File: config.mk
export PLATFORM = sky130hd
export DESIGN_NAME = ir_edge_timing_char_receiver
export DESIGN_NICKNAME = d
export VERILOG_FILES = /design/src/irec_pkg.sv /design/src/irec_framer.sv /design/src/ir_edge_timing_char_receiver.sv
export SDC_FILE = /design/constraint.sdc
export NUM_CORES = 1
export LEC_CHECK = 0
export BUFFER_PORTS_ARGS = -buffer_cell sky130_fd_sc_hd__buf_4
export CAP_MARGIN = 20
export CORE_MARGIN = 10
export CORE_UTILIZATION = 53
export DETAILED_ROUTE_END_ITERATION = 6
export GPL_ROUTABILITY_DRIVEN = 0
export PLACE_DENSITY_LB_ADDON = 0.25
export SYNTH_ARGS = -nofsm -noshare
export SYNTH_HDL_FRONTEND = slang
export SYNTH_HIERARCHICAL = 1
export SYNTH_SLANG_ARGS = --single-unit
export TNS_END_PERCENT = 5
File: constraint.sdc
create_clock -name clk -period 4.58 [get_ports clk]
set_clock_uncertainty 0.15 [all_clocks]
set_input_delay 0.229 -clock clk [delete_from_list [all_inputs] [get_ports clk]]
set_output_delay 0.229 -clock clk [all_outputs]
set_load 0.005 [all_outputs]
File: src/irec_pkg.sv
package irec_pkg;

  // Timer and buffer geometry.
  localparam int TIMER_BITS = 16;
  localparam int MAX_STRING = 11;
  localparam int MAX_BITS = 16;

  // Field widths of the ports.
  localparam int BITCNT_W = 5;
  localparam int CHAR_W = 8;
  localparam int KIND_W = 3;
  localparam int COUNT_W = 4;
  localparam int PHASE_W = 5;
  localparam int CFG_IDX_W = 2;
  localparam int CFG_DATA_W = 8;

  // Event kinds carried on event_kind.
  localparam logic [KIND_W-1:0] EV_LONE = 3'd0;
  localparam logic [KIND_W-1:0] EV_STR_START = 3'd1;
  localparam logic [KIND_W-1:0] EV_STR_CHAR = 3'd2;
  localparam logic [KIND_W-1:0] EV_STR_END = 3'd3;
  localparam logic [KIND_W-1:0] EV_OVERFLOW = 3'd4;

  // Configuration register indexes.
  localparam logic [CFG_IDX_W-1:0] REG_BIT_COUNT = 2'd0;
  localparam logic [CFG_IDX_W-1:0] REG_START_CODE = 2'd1;
  localparam logic [CFG_IDX_W-1:0] REG_END_CODE = 2'd2;

  // Register reset values.
  localparam logic [BITCNT_W-1:0] BIT_COUNT_RST = 5'd8;
  localparam logic [CHAR_W-1:0] START_CODE_RST = 8'd2;
  localparam logic [CHAR_W-1:0] END_CODE_RST = 8'd3;

  // Framing result handed from the framer to the output register.
  typedef struct packed {
    logic                valid;
    logic [KIND_W-1:0]   kind;
    logic [CHAR_W-1:0]   value;
    logic [COUNT_W-1:0]  index;
    logic [COUNT_W-1:0]  length;
  } frame_res_t;

endpackage

File: src/irec_framer.sv
module irec_framer (
  input  logic                           clk,
  input  logic                           rst,
  input  logic                           strobe,
  input  logic [irec_pkg::CHAR_W-1:0]    ch,
  input  logic [irec_pkg::CHAR_W-1:0]    start_code,
  input  logic [irec_pkg::CHAR_W-1:0]    end_code,
  output irec_pkg::frame_res_t           res
);

  logic                          in_string;
  logic                          in_string_next;
  logic [irec_pkg::COUNT_W-1:0]  string_count;
  logic [irec_pkg::COUNT_W-1:0]  string_count_next;
  logic                          full;

  assign full = (string_count >= irec_pkg::COUNT_W'(irec_pkg::MAX_STRING));

  // Classify the character against the string framing state.
  always_comb begin
    res = '0;
    res.value = ch;
    in_string_next = in_string;
    string_count_next = string_count;
    if (strobe) begin
      priority if (ch == start_code) begin
        res.valid = 1'b1;
        res.kind = irec_pkg::EV_STR_START;
        in_string_next = 1'b1;
        string_count_next = '0;
      end else if (ch == end_code) begin
        if (in_string) begin
          res.valid = 1'b1;
          res.kind = irec_pkg::EV_STR_END;
          res.length = string_count;
          in_string_next = 1'b0;
        end
      end else if (in_string) begin
        res.valid = 1'b1;
        if (!full) begin
          res.kind = irec_pkg::EV_STR_CHAR;
          res.index = string_count;
          string_count_next = string_count + 1'b1;
        end else begin
          // Buffer full: the character is dropped and the string closes.
          res.kind = irec_pkg::EV_OVERFLOW;
          res.length = string_count;
          in_string_next = 1'b0;
        end
      end else begin
        res.valid = 1'b1;
        res.kind = irec_pkg::EV_LONE;
      end
    end
  end

  // String state registers.
  always_ff @(posedge clk) begin
    if (rst) begin
      in_string <= 1'b0;
      string_count <= '0;
    end else begin
      in_string <= in_string_next;
      string_count <= string_count_next;
    end
  end

endmodule

File: src/ir_edge_timing_char_receiver.sv
// Channel  | Handshake                    | Payload
// ---------+------------------------------+---------------------------------------------
// input    | in_valid / in_ready          | edge_time, level_after
// output   | out_valid / out_ready        | event_kind, char_value, char_index,
//          |                              | string_length
// config   | cfg_we (no wait)             | cfg_index, cfg_data
//
// One edge is taken per cycle while the output does not stall; its result, if any, is
// registered in the input register and then in the output register. The edge timing and
// framing logic between those two registers updates the state.
// When the output stalls, one edge waits in the input register and in_ready drops.
// Reset is synchronous and returns the decoder to waiting for a start edge.
module ir_edge_timing_char_receiver (
  input  logic                              clk,
  input  logic                              rst,
  input  logic                              in_valid,
  output logic                              in_ready,
  input  logic [irec_pkg::TIMER_BITS-1:0]   edge_time,
  input  logic                              level_after,
  output logic                              out_valid,
  input  logic                              out_ready,
  output logic [irec_pkg::KIND_W-1:0]       event_kind,
  output logic [irec_pkg::CHAR_W-1:0]       char_value,
  output logic [irec_pkg::COUNT_W-1:0]      char_index,
  output logic [irec_pkg::COUNT_W-1:0]      string_length,
  input  logic                              cfg_we,
  input  logic [irec_pkg::CFG_IDX_W-1:0]    cfg_index,
  input  logic [irec_pkg::CFG_DATA_W-1:0]   cfg_data
);

  localparam logic [irec_pkg::PHASE_W-1:0] PH_IDLE = 5'd0;
  localparam logic [irec_pkg::PHASE_W-1:0] PH_PERIOD = 5'd1;
  localparam logic [irec_pkg::PHASE_W-1:0] PH_ANCHOR = 5'd2;
  localparam int TW = irec_pkg::TIMER_BITS;

  // Configuration registers.
  logic [irec_pkg::BITCNT_W-1:0]  bit_count;
  logic [irec_pkg::CHAR_W-1:0]    start_code;
  logic [irec_pkg::CHAR_W-1:0]    end_code;

  // Input register.
  logic                           s1_valid;
  logic [TW-1:0]                  s1_time;
  logic                           s1_level;

  // Decoder state.
  logic [irec_pkg::PHASE_W-1:0]   edge_phase;
  logic [irec_pkg::PHASE_W-1:0]   edge_phase_next;
  logic [TW-1:0]                  last_edge_time;
  logic [TW-1:0]                  last_edge_time_next;
  logic [TW-1:0]                  half_period;
  logic [TW-1:0]                  half_period_next;
  logic [irec_pkg::MAX_BITS-1:0]  shift_word;
  logic [irec_pkg::MAX_BITS-1:0]  shift_word_next;

  logic                           proc;
  logic                           low;
  logic [TW-1:0]                  diff;
  logic                           late;
  logic [irec_pkg::BITCNT_W-1:0]  bits;
  logic [irec_pkg::PHASE_W:0]     stop_phase;
  logic                           char_strobe;
  irec_pkg::frame_res_t           res;

  // Configuration writes; an index beyond the list is ignored.
  always_ff @(posedge clk) begin
    if (rst) begin
      bit_count <= irec_pkg::BIT_COUNT_RST;
      start_code <= irec_pkg::START_CODE_RST;
      end_code <= irec_pkg::END_CODE_RST;
    end else if (cfg_we) begin
      unique case (cfg_index)
        irec_pkg::REG_BIT_COUNT:  bit_count <= cfg_data[irec_pkg::BITCNT_W-1:0];
        irec_pkg::REG_START_CODE: start_code <= cfg_data;
        irec_pkg::REG_END_CODE:   end_code <= cfg_data;
        default: ;
      endcase
    end
  end

  // The input register advances whenever the output register can take a result.
  assign proc = s1_valid && (!out_valid || out_ready);
  assign in_ready = !s1_valid || proc;

  always_ff @(posedge clk) begin
    if (rst) begin
      s1_valid <= 1'b0;
    end else if (in_ready) begin
      s1_valid <= in_valid;
    end
  end

  always_ff @(posedge clk) begin
    if (in_valid && in_ready) begin
      s1_time <= edge_time;
      s1_level <= level_after;
    end
  end

  // Edge timing: wrapped difference and the 1.5 half-period test as 2*diff > 3*period.
  assign low = !s1_level;
  assign diff = s1_time - last_edge_time;
  assign late = {1'b0, diff, 1'b0} > ({2'b00, half_period} + {1'b0, half_period, 1'b0});
  assign bits = (bit_count > irec_pkg::BITCNT_W'(irec_pkg::MAX_BITS))
                ? irec_pkg::BITCNT_W'(irec_pkg::MAX_BITS) : bit_count;
  assign stop_phase = {1'b0, bits} + (irec_pkg::PHASE_W+1)'(3);

  // Frame phase sequencing.
  always_comb begin
    edge_phase_next = edge_phase;
    last_edge_time_next = last_edge_time;
    half_period_next = half_period;
    shift_word_next = shift_word;
    char_strobe = 1'b0;
    if (proc) begin
      priority if (edge_phase == PH_IDLE) begin
        if (low) begin
          last_edge_time_next = s1_time;
          shift_word_next = '0;
          edge_phase_next = PH_PERIOD;
        end
      end else if (edge_phase == PH_PERIOD) begin
        half_period_next = diff;
        edge_phase_next = PH_ANCHOR;
      end else if (edge_phase == PH_ANCHOR) begin
        last_edge_time_next = s1_time;
        edge_phase_next = edge_phase + 1'b1;
      end else if ({1'b0, edge_phase} < stop_phase) begin
        // Data edge: a low level shifts in a one.
        if (late) begin
          shift_word_next = {shift_word[irec_pkg::MAX_BITS-2:0], low};
          last_edge_time_next = s1_time;
          edge_phase_next = edge_phase + 1'b1;
        end
      end else begin
        // Stop edge: the character is delivered only when the line ends high.
        if (late) begin
          last_edge_time_next = s1_time;
          edge_phase_next = PH_IDLE;
          char_strobe = !low;
        end
      end
    end
  end

  always_ff @(posedge clk) begin
    if (rst) begin
      edge_phase <= PH_IDLE;
      last_edge_time <= '0;
      half_period <= '0;
      shift_word <= '0;
    end else begin
      edge_phase <= edge_phase_next;
      last_edge_time <= last_edge_time_next;
      half_period <= half_period_next;
      shift_word <= shift_word_next;
    end
  end

  // String framing of delivered characters.
  irec_framer u_framer (
    .clk        (clk),
    .rst        (rst),
    .strobe     (char_strobe),
    .ch         (shift_word[irec_pkg::CHAR_W-1:0]),
    .start_code (start_code),
    .end_code   (end_code),
    .res        (res)
  );

  // Output register.
  always_ff @(posedge clk) begin
    if (rst) begin
      out_valid <= 1'b0;
    end else if (!out_valid || out_ready) begin
      out_valid <= proc && res.valid;
    end
  end

  always_ff @(posedge clk) begin
    if (proc && res.valid) begin
      event_kind <= res.kind;
      char_value <= res.value;
      char_index <= res.index;
      string_length <= res.length;
    end
  end

  // The input side only stalls behind a result that is waiting.
  a_stall_cause: assert property (@(posedge clk) disable iff (rst)
    !in_ready |-> (s1_valid && out_valid && !out_ready))
    else $error("input stalled without a waiting result");

  // The frame phase never runs past the stop edge of the longest frame.
  a_phase_range: assert property (@(posedge clk) disable iff (rst)
    edge_phase <= irec_pkg::PHASE_W'(irec_pkg::MAX_BITS + 3))
    else $error("frame phase out of range");

  // A string never reports more characters than the buffer holds.
  a_length_range: assert property (@(posedge clk) disable iff (rst)
    out_valid |-> (string_length <= irec_pkg::COUNT_W'(irec_pkg::MAX_STRING)))
    else $error("string length beyond buffer size");

  // A string character always lands inside the buffer.
  a_index_range: assert property (@(posedge clk) disable iff (rst)
    (out_valid && event_kind == irec_pkg::EV_STR_CHAR)
      |-> (char_index < irec_pkg::COUNT_W'(irec_pkg::MAX_STRING)))
    else $error("string character index beyond buffer");

  // Nothing is presented in the cycle after reset.
  a_reset_empty: assert property (@(posedge clk)
    (!rst && $past(rst)) |-> !out_valid)
    else $error("result presented straight after reset");

endmodule

# Word-level counts from Yosys, hierarchy flattened
# Cells that the tools add are included.
# W data, S select, Z words.
dict set report word_totals {
  register_bits 109
  input_bits 32
  out_inout_bits 21
  wordCells 109
}
dict set report classes {
  bitwise 3
  addsub 5
  reduce_logical 25
  n_eq_ne 11
  magnitude_cmp 4
  muxes 43
}
# cell count
set op_table {}
lappend op_table {{$mux W16} 5}
lappend op_table {{$mux W4} 12}
lappend op_table {{$mux W8} 6}
lappend op_table {{$mux W5} 8}
lappend op_table {{$add A16 B17 Y18} 1}
lappend op_table {{$gt A17 B18 Y1} 1}
lappend op_table {{$eq A8 B8 Y1} 2}
lappend op_table {{$sub A16 B16 Y16} 1}
lappend op_table {{$mux W1} 10}
lappend op_table {{$ne A2 B2 Y1 const B} 4}
lappend op_table {{$reduce_and A4 Y1} 2}
lappend op_table {{$add A5 B2 Y6 const B} 1}
lappend op_table {{$lt A5 B6 Y1} 1}
lappend op_table {{$mux W3} 2}
lappend op_table {{$reduce_and A2 Y1} 3}
lappend op_table {{$reduce_and A3 Y1} 2}
lappend op_table {{$reduce_and A6 Y1} 1}
lappend op_table {{$reduce_bool A2 Y1} 3}
lappend op_table {{$add A5 B1 Y5 const B} 1}
lappend op_table {{$eq A5 B1 Y1 const B} 1}
lappend op_table {{$eq A5 B2 Y1 const B} 1}
lappend op_table {{$gt A5 B5 Y1 const B} 1}
lappend op_table {{$logic_not A5 Y1} 1}
lappend op_table {{$reduce_or A5 Y1} 1}
lappend op_table {{other kinds (13)} 20}

# Depth between registers and ports, before layout
# Gate-level depths: netlist (run 1).
dict set report logic_depth {
  ltp_word 11
  mapped_depth 21
}

# Modules after synthesis
# Netlist (run 1), hierarchy kept.
# module cells_each n_inst area_each_um2
set by_module_without_submodules {}
lappend by_module_without_submodules {ir_edge_timing_char_receiver 580 1 5720.5}
lappend by_module_without_submodules {irec_framer 79 1 605.6}

# Worst setup path before layout (run 1)
# OpenSTA, ideal clock, no wires.
dict set report synth_path {
  kind {register to register}
  start {register half_period[1]}
  end {register char_index[0] in the netlist's numbering (enable)}
  synth_period_minus_slack_ns 4.604
  setup_slack_ns -0.024
  arrival_time_ns 4.080
  setup_time_ns 0.374
  path_buffers 0
  required_ns 4.056
  path_stages_with_launch 21
  cell_sequence {dfxtp_1 > ha_1 > fa_1 > a211o_1 > o211ai_2 > a221oi_2 > a221oi_4 > o21bai_1 > a21oi_1 > xnor2_1 > ha_1 > o21a_1 > o21ai_0 > a31oi_1 > a211o_1 > o211ai_2 > nor3_1 > inv_1 > a21oi_1 > nand2_1 > inv_1}
}
# item line
set synth_lines {}
lappend synth_lines {{from (decl)} ir_edge_timing_char_receiver.sv:51} ;# logic [TW-1:0] half_period;
lappend synth_lines {{from (signal assigned)} ir_edge_timing_char_receiver.sv:155} ;# half_period <= half_period_next;
lappend synth_lines {{to (signal assigned)} ir_edge_timing_char_receiver.sv:184} ;# char_index <= res.index;
lappend synth_lines {{to (decl)} ir_edge_timing_char_receiver.sv:24} ;# output logic [irec_pkg::COUNT_W-1:0] char_index,

# Worst setup path after layout (run 1)
dict set report layout_path {
  start {register half_period[1]}
  end {register u_framer/string_count[0] in the netlist's numbering}
}
dict set report layout_via {
  elab_chain_cells 9
}
# item line
set layout_rtl {}
lappend layout_rtl {{$add A16 B17 Y18} ir_edge_timing_char_receiver.sv:103} ;# assign late = {1'b0, diff, 1'b0} > ({2'b00, half_period} + {1'b0, half_period, 1'b0});
lappend layout_rtl {{$gt A17 B18 Y1} ir_edge_timing_char_receiver.sv:103}
lappend layout_rtl {{$mux W1} ir_edge_timing_char_receiver.sv:137} ;# if (late) begin
lappend layout_rtl {{$mux W1} ir_edge_timing_char_receiver.sv:128} ;# end else if ({1'b0, edge_phase} < stop_phase) begin
lappend layout_rtl {{$mux W1} ir_edge_timing_char_receiver.sv:125} ;# end else if (edge_phase == PH_ANCHOR) begin
lappend layout_rtl {{$mux W1} ir_edge_timing_char_receiver.sv:122} ;# end else if (edge_phase == PH_PERIOD) begin
lappend layout_rtl {{$mux W1} ir_edge_timing_char_receiver.sv:116} ;# priority if (edge_phase == PH_IDLE) begin
lappend layout_rtl {{$mux W1} ir_edge_timing_char_receiver.sv:115} ;# if (proc) begin
lappend layout_rtl {{via char_strobe} ir_edge_timing_char_receiver.sv:62} ;# logic char_strobe;
lappend layout_rtl {{$reduce_and A4 Y1 (no source line)} -}
lappend layout_rtl {{to (signal assigned)} irec_framer.sv:64} ;# string_count <= string_count_next;
lappend layout_rtl {{to (decl)} irec_framer.sv:13} ;# logic [irec_pkg::COUNT_W-1:0] string_count;
# The timed path passes the listed nets, and every way through them passes these cells.
# A chain may end at the register's enable or synchronous reset.

==> qor.json, run 1 <==
{
  "clock_tree": {
    "clkLatencyLatePin_ns": 0.35,
    "root_buffer": "sky130_fd_sc_hd__clkbuf_16",
    "max-clock-path-buffers": 2,
    "tritoncts.num_buffers": 9,
    "h-tree-depth": 3,
    "numClockSinks": 109,
    "tritoncts_clock_tree": "built",
    "clkSlewWorstSetupHoldPaths_ns": 0.07
  },
  "layout": {
    "layout.filler_cells": 907,
    "area.sequential_mm2": 0.002549,
    "finish.utilization_pct": 65.87,
    "n_antenna_cell": 0,
    "nets": 830,
    "area_growth_syn_to_layout_pct": 20.41,
    "post_route_cells_drive_above_1_share_pct": 16.51,
    "multi_input_area_mm2": 0.003605
  },
  "timing": {
    "max_slew.worst_pin.slew_ns": 0.9350,
    "report.final.hold_viol_count": 0,
    "final-setup-viol-count": 0,
    "rsz0062_at_grt": "yes",
    "slew-limit-headroom_pct": 37.67,
    "clock.fmax_mhz": 225.4,
    "fin_crit_share_pct": 96.86,
    "fin_worst_hold_slack_ns": 0.003218,
    "final_worst_path_period_need_ns": 4.436,
    "maxSlewViolCount": 0
  },
  "die": {
    "floorplan.io_pins": 53,
    "floorplan.die.width_um": 129.3,
    "die_height_um": 129.3,
    "floorplan.core_area_mm2": 0.01156,
    "rows": 39,
    "initial_core_util_pct": 54.70,
    "die_area_mm2": 0.01671
  },
  "yosys": {
    "ys_async_sr_fraction_pct": 0,
    "synth_seq_cells": 109,
    "synth_top_cells_by_area": "sky130_fd_sc_hd__dfxtp_1, sky130_fd_sc_hd__edfxtp_1, sky130_fd_sc_hd__ha_1, sky130_fd_sc_hd__mux2i_1, sky130_fd_sc_hd__nor2_1",
    "synth_common_cells": "sky130_fd_sc_hd__dfxtp_1, sky130_fd_sc_hd__nor2_1, sky130_fd_sc_hd__ha_1, sky130_fd_sc_hd__nand2_1, sky130_fd_sc_hd__inv_1",
    "synth_cell_types": 63,
    "synth_ff_type": "sky130_fd_sc_hd__dfxtp_1",
    "post_synth.cell_area_avg_um2": 9.599,
    "post_syn_instances": 659,
    "synth_edf_count": 36,
    "synth.net_count": 749,
    "synth.largest_area_cell": "sky130_fd_sc_hd__dfxtp_1",
    "yosys_warnings": 6,
    "seq_area_frac_synth_pct": 40.19,
    "synth_most_common_cell": "sky130_fd_sc_hd__dfxtp_1",
    "post-synth-top-area-fraction_pct": 23.10,
    "post_syn_area_mm2": 0.006326
  },
  "critical_path": {
    "worst_ep_arrival_time_ns": 4.56,
    "r2r-start": "half_period[1]",
    "rr_endpoint": "u_framer/string_count[0]",
    "critPathLaunchType": "flop",
    "timing.setup.critical_path_class": "flop to flop",
    "worst-r2r-cell-count": 20,
    "worstPathRequired_ns": 4.70,
    "setup.reg_to_reg.worst_slack_ns": 0.14,
    "biggest_fanout_along_the_worst_timing_path": 5,
    "critical_path.endpoint_type": "flop"
  },
  "placed_design": {
    "dp_hpwl_mm": 9.917,
    "port-buffer-count": 52
  },
  "detailed_routing": {
    "drt_pass1_iterations": 5,
    "detail_route.vias_per_cell": 5.557,
    "drc": 0,
    "route.vias.total": 4935,
    "post_drt_wl_per_cell_um": 15.48,
    "drt_first_iter_violations": 339,
    "routed_wirelength_mm": 13.75,
    "final_antenna_violating_net_count": 0
  },
  "min_path": {
    "hold_path.class": "input pin to flop",
    "endpoint_worst_hold": "bit_count[0]",
    "timing.hold.worst.start": "cfg_data[0]",
    "holdPathStages": 3
  },
  "job": {
    "max_cap_violations": 0
  },
  "pwr": {
    "leakagePower_uw": 0.003200,
    "cellPowerDensity_mw_per_mm2": 303.0,
    "worst_vdd_drop_mv": 0.2340
  },
  "status": {
    "outcome": "finished clean"
  },
  "global_route": {
    "pin_count_of_the_biggest_net_entering_global_routing": 76,
    "gr-usage-all-layers_pct": 16.50,
    "antenna_found_initial": 0,
    "globalRoute.totalOverflow": 0,
    "first_global_vias": 4841,
    "grt_pass1_wl_mm": 22.51
  }
}
-- how the worst max path moves through the flow --
stage,startpoint,to,cells after the start,slack (ns)
detailed placement,s1_time[0],last_edge_time[0],21,-0.09
global placement,s1_time[1],char_value[1],19,0.07
CTS,half_period[1],u_framer/string_count[0],20,0.003
finish,half_period[1],u_framer/string_count[0],20,0.14
global route,half_period[1],u_framer/string_count[0],20,-0.02
floorplan,half_period[1],u_framer/string_count[3],20,0.06
-- per-layer routing --
layer / part of all wire [%] / global-route usage [%] / up-vias
met1: 48 / 21.41 / 2336
met4: 1.5 / 6.154 / 0
met2: 47 / 27.08 / 88
li1: - / - / 2498
met5: 0 / 0 / -
met3: 4.0 / 2.692 / 13
-- repair_timing --
item | in CTS | in global routing
endpoints found under the setup margin | 39 | 61
hold endpoints to repair | 33 | 0
cloned | 0 | 1
hold buffers | 25 | 0
buffers inserted | 0 | 5
pin swaps | 0 | 12
resized for setup | 2 | 30
-- cell usage in the layout (no fill, tap or decap), types with 3 or more instances in the layout --
cell and n:
sky130_fd_sc_hd__and3_1 6, sky130_fd_sc_hd__a21o_1 9, sky130_fd_sc_hd__a21oi_1 38, sky130_fd_sc_hd__a21oi_2 4, sky130_fd_sc_hd__o21a_1 6, sky130_fd_sc_hd__a31oi_1 5, sky130_fd_sc_hd__a21boi_0 4, sky130_fd_sc_hd__nand4_1 5
sky130_fd_sc_hd__nand2_1 46, sky130_fd_sc_hd__o21bai_1 4, sky130_fd_sc_hd__o21ai_1 6, sky130_fd_sc_hd__nand3_1 12, sky130_fd_sc_hd__dfxtp_1 70, sky130_fd_sc_hd__buf_4 67, sky130_fd_sc_hd__a211o_1 8, sky130_fd_sc_hd__nor3_1 10
sky130_fd_sc_hd__a22oi_1 8, sky130_fd_sc_hd__dlygate4sd3_1 25, sky130_fd_sc_hd__nor3b_1 3, sky130_fd_sc_hd__nor4_1 6, sky130_fd_sc_hd__inv_1 42, sky130_fd_sc_hd__ha_1 55, sky130_fd_sc_hd__edfxtp_1 36, sky130_fd_sc_hd__nor2_1 72
sky130_fd_sc_hd__xor2_1 16, sky130_fd_sc_hd__clkbuf_16 10, sky130_fd_sc_hd__o21ai_0 17, sky130_fd_sc_hd__and2_1 6, sky130_fd_sc_hd__xnor2_1 27, sky130_fd_sc_hd__nor4_4 3, sky130_fd_sc_hd__o32ai_1 3, sky130_fd_sc_hd__nand3b_1 5
sky130_fd_sc_hd__or3_1 6, sky130_fd_sc_hd__nor2b_1 4, sky130_fd_sc_hd__nand2b_1 9, sky130_fd_sc_hd__mux2i_1 34
-- kinds of logic after synthesis --
group | Yosys count | synth area share, %
AOI/OAI and AO/OA | 139 | 15.37
xor gates and xnor gates | 45 | 6.230
adders and majority gates | 58 | 11.71
buffers and inverters | 68 | 5.004
DFF | 109 | 40.19
muxes | 35 | 5.538
and+or+nand+nor | 205 | 15.96
-- report_power, final --
part	total [µW]	leakage, µW	internal (µW)	switching [µW]
clock	794	0.000155	444	350
sequential	1040	0.000931	1020	20.2
combinational	469	0.00211	212	257
total	2310	0.00320	1680	627
-- registers in the layout, indices dropped and copies added (netlist names), 8 cells and up --
signal          count
s1_time            16
end_code            8
shift_word          8
last_edge_time     16
start_code          8
half_period        16
char_value          8
-- final cells by class --
type | instances | share of cell area [%]
multi-input combinational | 482 | 47.32
sequential | 109 | 33.46
timing repair buffer | 95 | 10.74
clock buffer | 11 | 3.203
tap | 143 | 2.349
inverter | 43 | 2.168
clock inverter | 5 | 0.7556
-- worst max-delay path, stage by stage (launching register included) --
cell                       delay, ns
sky130_fd_sc_hd__dfxtp_4        0.38
sky130_fd_sc_hd__ha_4           0.17
sky130_fd_sc_hd__fa_2           0.36
sky130_fd_sc_hd__a211o_1        0.34
sky130_fd_sc_hd__o211ai_4       0.12
sky130_fd_sc_hd__a221oi_4       0.11
sky130_fd_sc_hd__a221oi_4       0.28
sky130_fd_sc_hd__o21bai_1       0.09
sky130_fd_sc_hd__a21oi_1        0.17
sky130_fd_sc_hd__xnor2_1        0.15
sky130_fd_sc_hd__ha_1           0.29
sky130_fd_sc_hd__a211o_1        0.29
sky130_fd_sc_hd__a21oi_2        0.10
sky130_fd_sc_hd__a31oi_1        0.08
sky130_fd_sc_hd__a211o_1        0.28
sky130_fd_sc_hd__o211ai_2       0.11
sky130_fd_sc_hd__nor3_4         0.06
sky130_fd_sc_hd__buf_4          0.14
sky130_fd_sc_hd__and2_1         0.15
sky130_fd_sc_hd__a221o_2        0.37
sky130_fd_sc_hd__mux2i_1        0.17
-- through the flow --
step | total power [µW] | std cells | setup WS [ns] | area, µm² | TNS, ns
after floorplan | 1362 | 659 | 0.06248 | 6330 | 0
after global placement | 1456 | 841 | 0.07329 | 6859 | 0
after detailed placement | 1475 | 841 | -0.09070 | 6859 | -1.396
after CTS | 2288 | 882 | 0.002981 | 7422 | 0
after global routing | 2418 | 888 | -0.01812 | 7617 | -0.02154
final | 2308 | 888 | 0.1436 | 7617 | 0
(Power assumes the default switching activity.)
==> run 2, diff against run 1 <==
--- a/config.mk
+++ b/config.mk
@@ -8,9 +8,10 @@
 export BUFFER_PORTS_ARGS = -buffer_cell sky130_fd_sc_hd__buf_4
 export CAP_MARGIN = 20
 export CORE_MARGIN = 10
-export CORE_UTILIZATION = 53
+export CORE_UTILIZATION = 45
 export DETAILED_ROUTE_END_ITERATION = 6
 export GPL_ROUTABILITY_DRIVEN = 0
+export MAX_ROUTING_LAYER = met4
 export PLACE_DENSITY_LB_ADDON = 0.25
 export SYNTH_ARGS = -nofsm -noshare
 export SYNTH_HDL_FRONTEND = slang
==> run 2 against run 1 <==
  * First-iteration DRC count decreased by 22%
  * Critical endpoint is now string_length[3]
  * Register-to-register slack improved by 0.02 ns
  * Utilization decreased by 10 points
  * Cell count increased by 4.8%
  * Clock-buffer cell count decreased by 1
  * Worst hold slack improved by 0.035 ns
  * Non-clock buffer count increased by 6
  * Global-route usage decreased by 2.3 points
  * Clock power decreased by 3.0%
  * Critical path type unchanged
  * Maximum frequency increased by 0.42%
  * Critical path depth unchanged
  * Combinational power decreased by 2%
==> qor.json, run 2 (same netlist as run 1, synthesis figures left out) <==
{
  "die": {
    "initial_core_util_pct": 45.75,
    "floorplan.core_area_mm2": 0.01383,
    "die_height_um": 138.6,
    "floorplan.die.width_um": 138.6,
    "rows": 43,
    "floorplan.io_pins": 53,
    "die_area_mm2": 0.01920
  },
  "clock_tree": {
    "tritoncts_clock_tree": "built",
    "clkSlewWorstSetupHoldPaths_ns": 0.08,
    "max-clock-path-buffers": 2,
    "root_buffer": "sky130_fd_sc_hd__clkbuf_16",
    "numClockSinks": 109,
    "clkLatencyLatePin_ns": 0.36,
    "h-tree-depth": 3,
    "tritoncts.num_buffers": 9
  },
  "pwr": {
    "share_comb_of_total_power_pct": 20.2,
    "net-switching-power_uw": 650.8,
    "report.power.total_uw": 2275,
    "leakagePower_uw": 0.003223,
    "cellPowerDensity_mw_per_mm2": 294.6,
    "share_seq_of_total_power_pct": 45.9,
    "worst_vdd_drop_mv": 0.2804,
    "clock_power_share_pct": 33.9,
    "cell_internal_pwr_uw": 1624,
    "power.share.switching_pct": 28.61
  },
  "timing": {
    "final.setup.tns_ns": 0,
    "layout_setup_ws_ns": 0.1623,
    "slew-limit-headroom_pct": 40.17,
    "maxSlewViolCount": 0,
    "max_slew.worst_pin.slew_ns": 0.8956,
    "fin_worst_hold_slack_ns": 0.03813,
    "clock.fmax_mhz": 226.4,
    "final_worst_path_period_need_ns": 4.418,
    "final-setup-viol-count": 0,
    "report.final.hold_viol_count": 0,
    "fin_crit_share_pct": 96.46
  },
  "layout": {
    "n_antenna_cell": 0,
    "leading_cell_type_in_the_layout_fill_and_taps_excluded": "sky130_fd_sc_hd__nor2_1",
    "largestRegisters": "half_period (16), last_edge_time (16), s1_time (16)",
    "area_growth_syn_to_layout_pct": 22.03,
    "nets": 836,
    "layout.cells.non_filler": 931,
    "post_route_cells_drive_above_1_share_pct": 17.58,
    "final_cell_mix": "sky130_fd_sc_hd__nor2_1, sky130_fd_sc_hd__dfxtp_1, sky130_fd_sc_hd__buf_4"
  },
  "critical_path": {
    "crit_buf_inv": 4,
    "setup.reg_to_reg.worst_slack_ns": 0.16,
    "biggest_fanout_along_the_worst_timing_path": 19,
    "critPathLaunchType": "flop",
    "worst_path_largest_cell_delay_ns": 0.40,
    "cpLargestDelayFamily": "compound AO/OA/AOI/OAI gates",
    "cp_cell_sequence": "ha_4 > fa_2 > a211o_1 > o211ai_4 > a221oi_4 > a221oi_4 > buf_4 > xnor2_1 > ha_1 > and4_1 > nand3_2 > nor4_4 > a211oi_4 > o211ai_2 > nor3_4 > inv_1 > a21oi_1 > nand2_1 > clkinvlp_4 > buf_12",
    "crit_top_cell": "sky130_fd_sc_hd__a221oi_4",
    "worst_ep_arrival_time_ns": 4.35,
    "timing.setup.critical_path_class": "flop to flop",
    "critical_path.endpoint_type": "flop",
    "critPathSlowestCell": "sky130_fd_sc_hd__fa_2",
    "worstPathRequired_ns": 4.51
  },
  "min_path": {
    "hold_path.class": "input pin to flop"
  },
  "global_route": {
    "first_global_vias": 4857,
    "antenna_found_initial": 0,
    "globalRoute.totalOverflow": 0,
    "grt_pass1_wl_mm": 22.65,
    "pin_count_of_the_biggest_net_entering_global_routing": 76,
    "gr-usage-all-layers_pct": 14.25
  },
  "placed_design": {
    "placed_cells_incl_taps": 880,
    "dp_hpwl_mm": 9.824,
    "pre_cts_ws_ns": -0.1157,
    "port-buffer-count": 52
  },
  "detailed_routing": {
    "final_antenna_violating_net_count": 0,
    "drt_first_iter_violations": 264,
    "drc": 0,
    "post_drt_wl_per_cell_um": 14.50,
    "detail_route.vias_per_cell": 5.379,
    "drt_pass1_iterations": 6,
    "routed_wirelength_mm": 13.50,
    "route.vias.total": 5008
  },
  "job": {
    "max_cap_violations": 0
  },
  "status": {
    "outcome": "finished clean"
  }
}
==> run 2: what timing repair did <==
item,CTS,global route
hold buffers,26,0
pin swaps,0,23
setup buffers,1,7
gates resized for setup,3,35
hold endpoints to repair,33,0
setup endpoints to repair,34,63
gates cloned,0,2
==> run 2: final timing paths <==
check | depth (start not counted) | end | startpoint
worst min-delay path | 3 | out_valid | out_ready
worst max register to register | 20 | string_length[3] | half_period[1]
worst min register to register | 2 | half_period[5] | half_period[5]
worst max-delay path | 20 | string_length[3] | half_period[1]
==> run 2: stage by stage <==
stage	util [%]	instance area (µm²)
CTS	54.23	7498
floorplan	-	6330
finish	55.83	7720
global route	55.83	7720
global placement	49.96	6908
detailed placement	49.96	6908
==> run 2: worst reg2reg max path, stage by stage (launching register included) <==
cell and delay [ns]:
sky130_fd_sc_hd__dfxtp_4 0.36, sky130_fd_sc_hd__ha_4 0.17, sky130_fd_sc_hd__fa_2 0.40, sky130_fd_sc_hd__a211o_1 0.35
sky130_fd_sc_hd__o211ai_4 0.12, sky130_fd_sc_hd__a221oi_4 0.11, sky130_fd_sc_hd__a221oi_4 0.28, sky130_fd_sc_hd__buf_4 0.16
sky130_fd_sc_hd__xnor2_1 0.13, sky130_fd_sc_hd__ha_1 0.30, sky130_fd_sc_hd__and4_1 0.25, sky130_fd_sc_hd__nand3_2 0.12
sky130_fd_sc_hd__nor4_4 0.05, sky130_fd_sc_hd__a211oi_4 0.24, sky130_fd_sc_hd__o211ai_2 0.15, sky130_fd_sc_hd__nor3_4 0.22
sky130_fd_sc_hd__inv_1 0.09, sky130_fd_sc_hd__a21oi_1 0.12, sky130_fd_sc_hd__nand2_1 0.12, sky130_fd_sc_hd__clkinvlp_4 0.10
sky130_fd_sc_hd__buf_12 0.15
==> run 2: per-layer routing <==
metal	wire, µm	GRT usage [%]	up-vias
li1	-	-	2520
met1	6308	17.49	2354
met2	6258	22.36	110
met3	596	3.185	24
met4	333	5.494	0
met5	0	-	-
==> run 2: final cells by class <==
cell class | instances | area (µm²)
Inverter | 43 | 165.2
Clock buffer | 10 | 229.0
Tap cell | 180 | 225.2
Fill cell | 1206 | 6107
Multi-Input combinational cell | 482 | 3626
Clock inverter | 6 | 63.81
Timing Repair Buffer | 101 | 863.3
Sequential cell | 109 | 2547
==> run 2: power by group through the flow <==
stage	Clock (µW)	Combinational (µW)	Sequential, µW
final	770	460	1040
after global routing	832	513	1050
after CTS	790	424	1050
after detailed placement	0	402	1070
after global placement	0	387	1070
after floorplan	0	301	1060
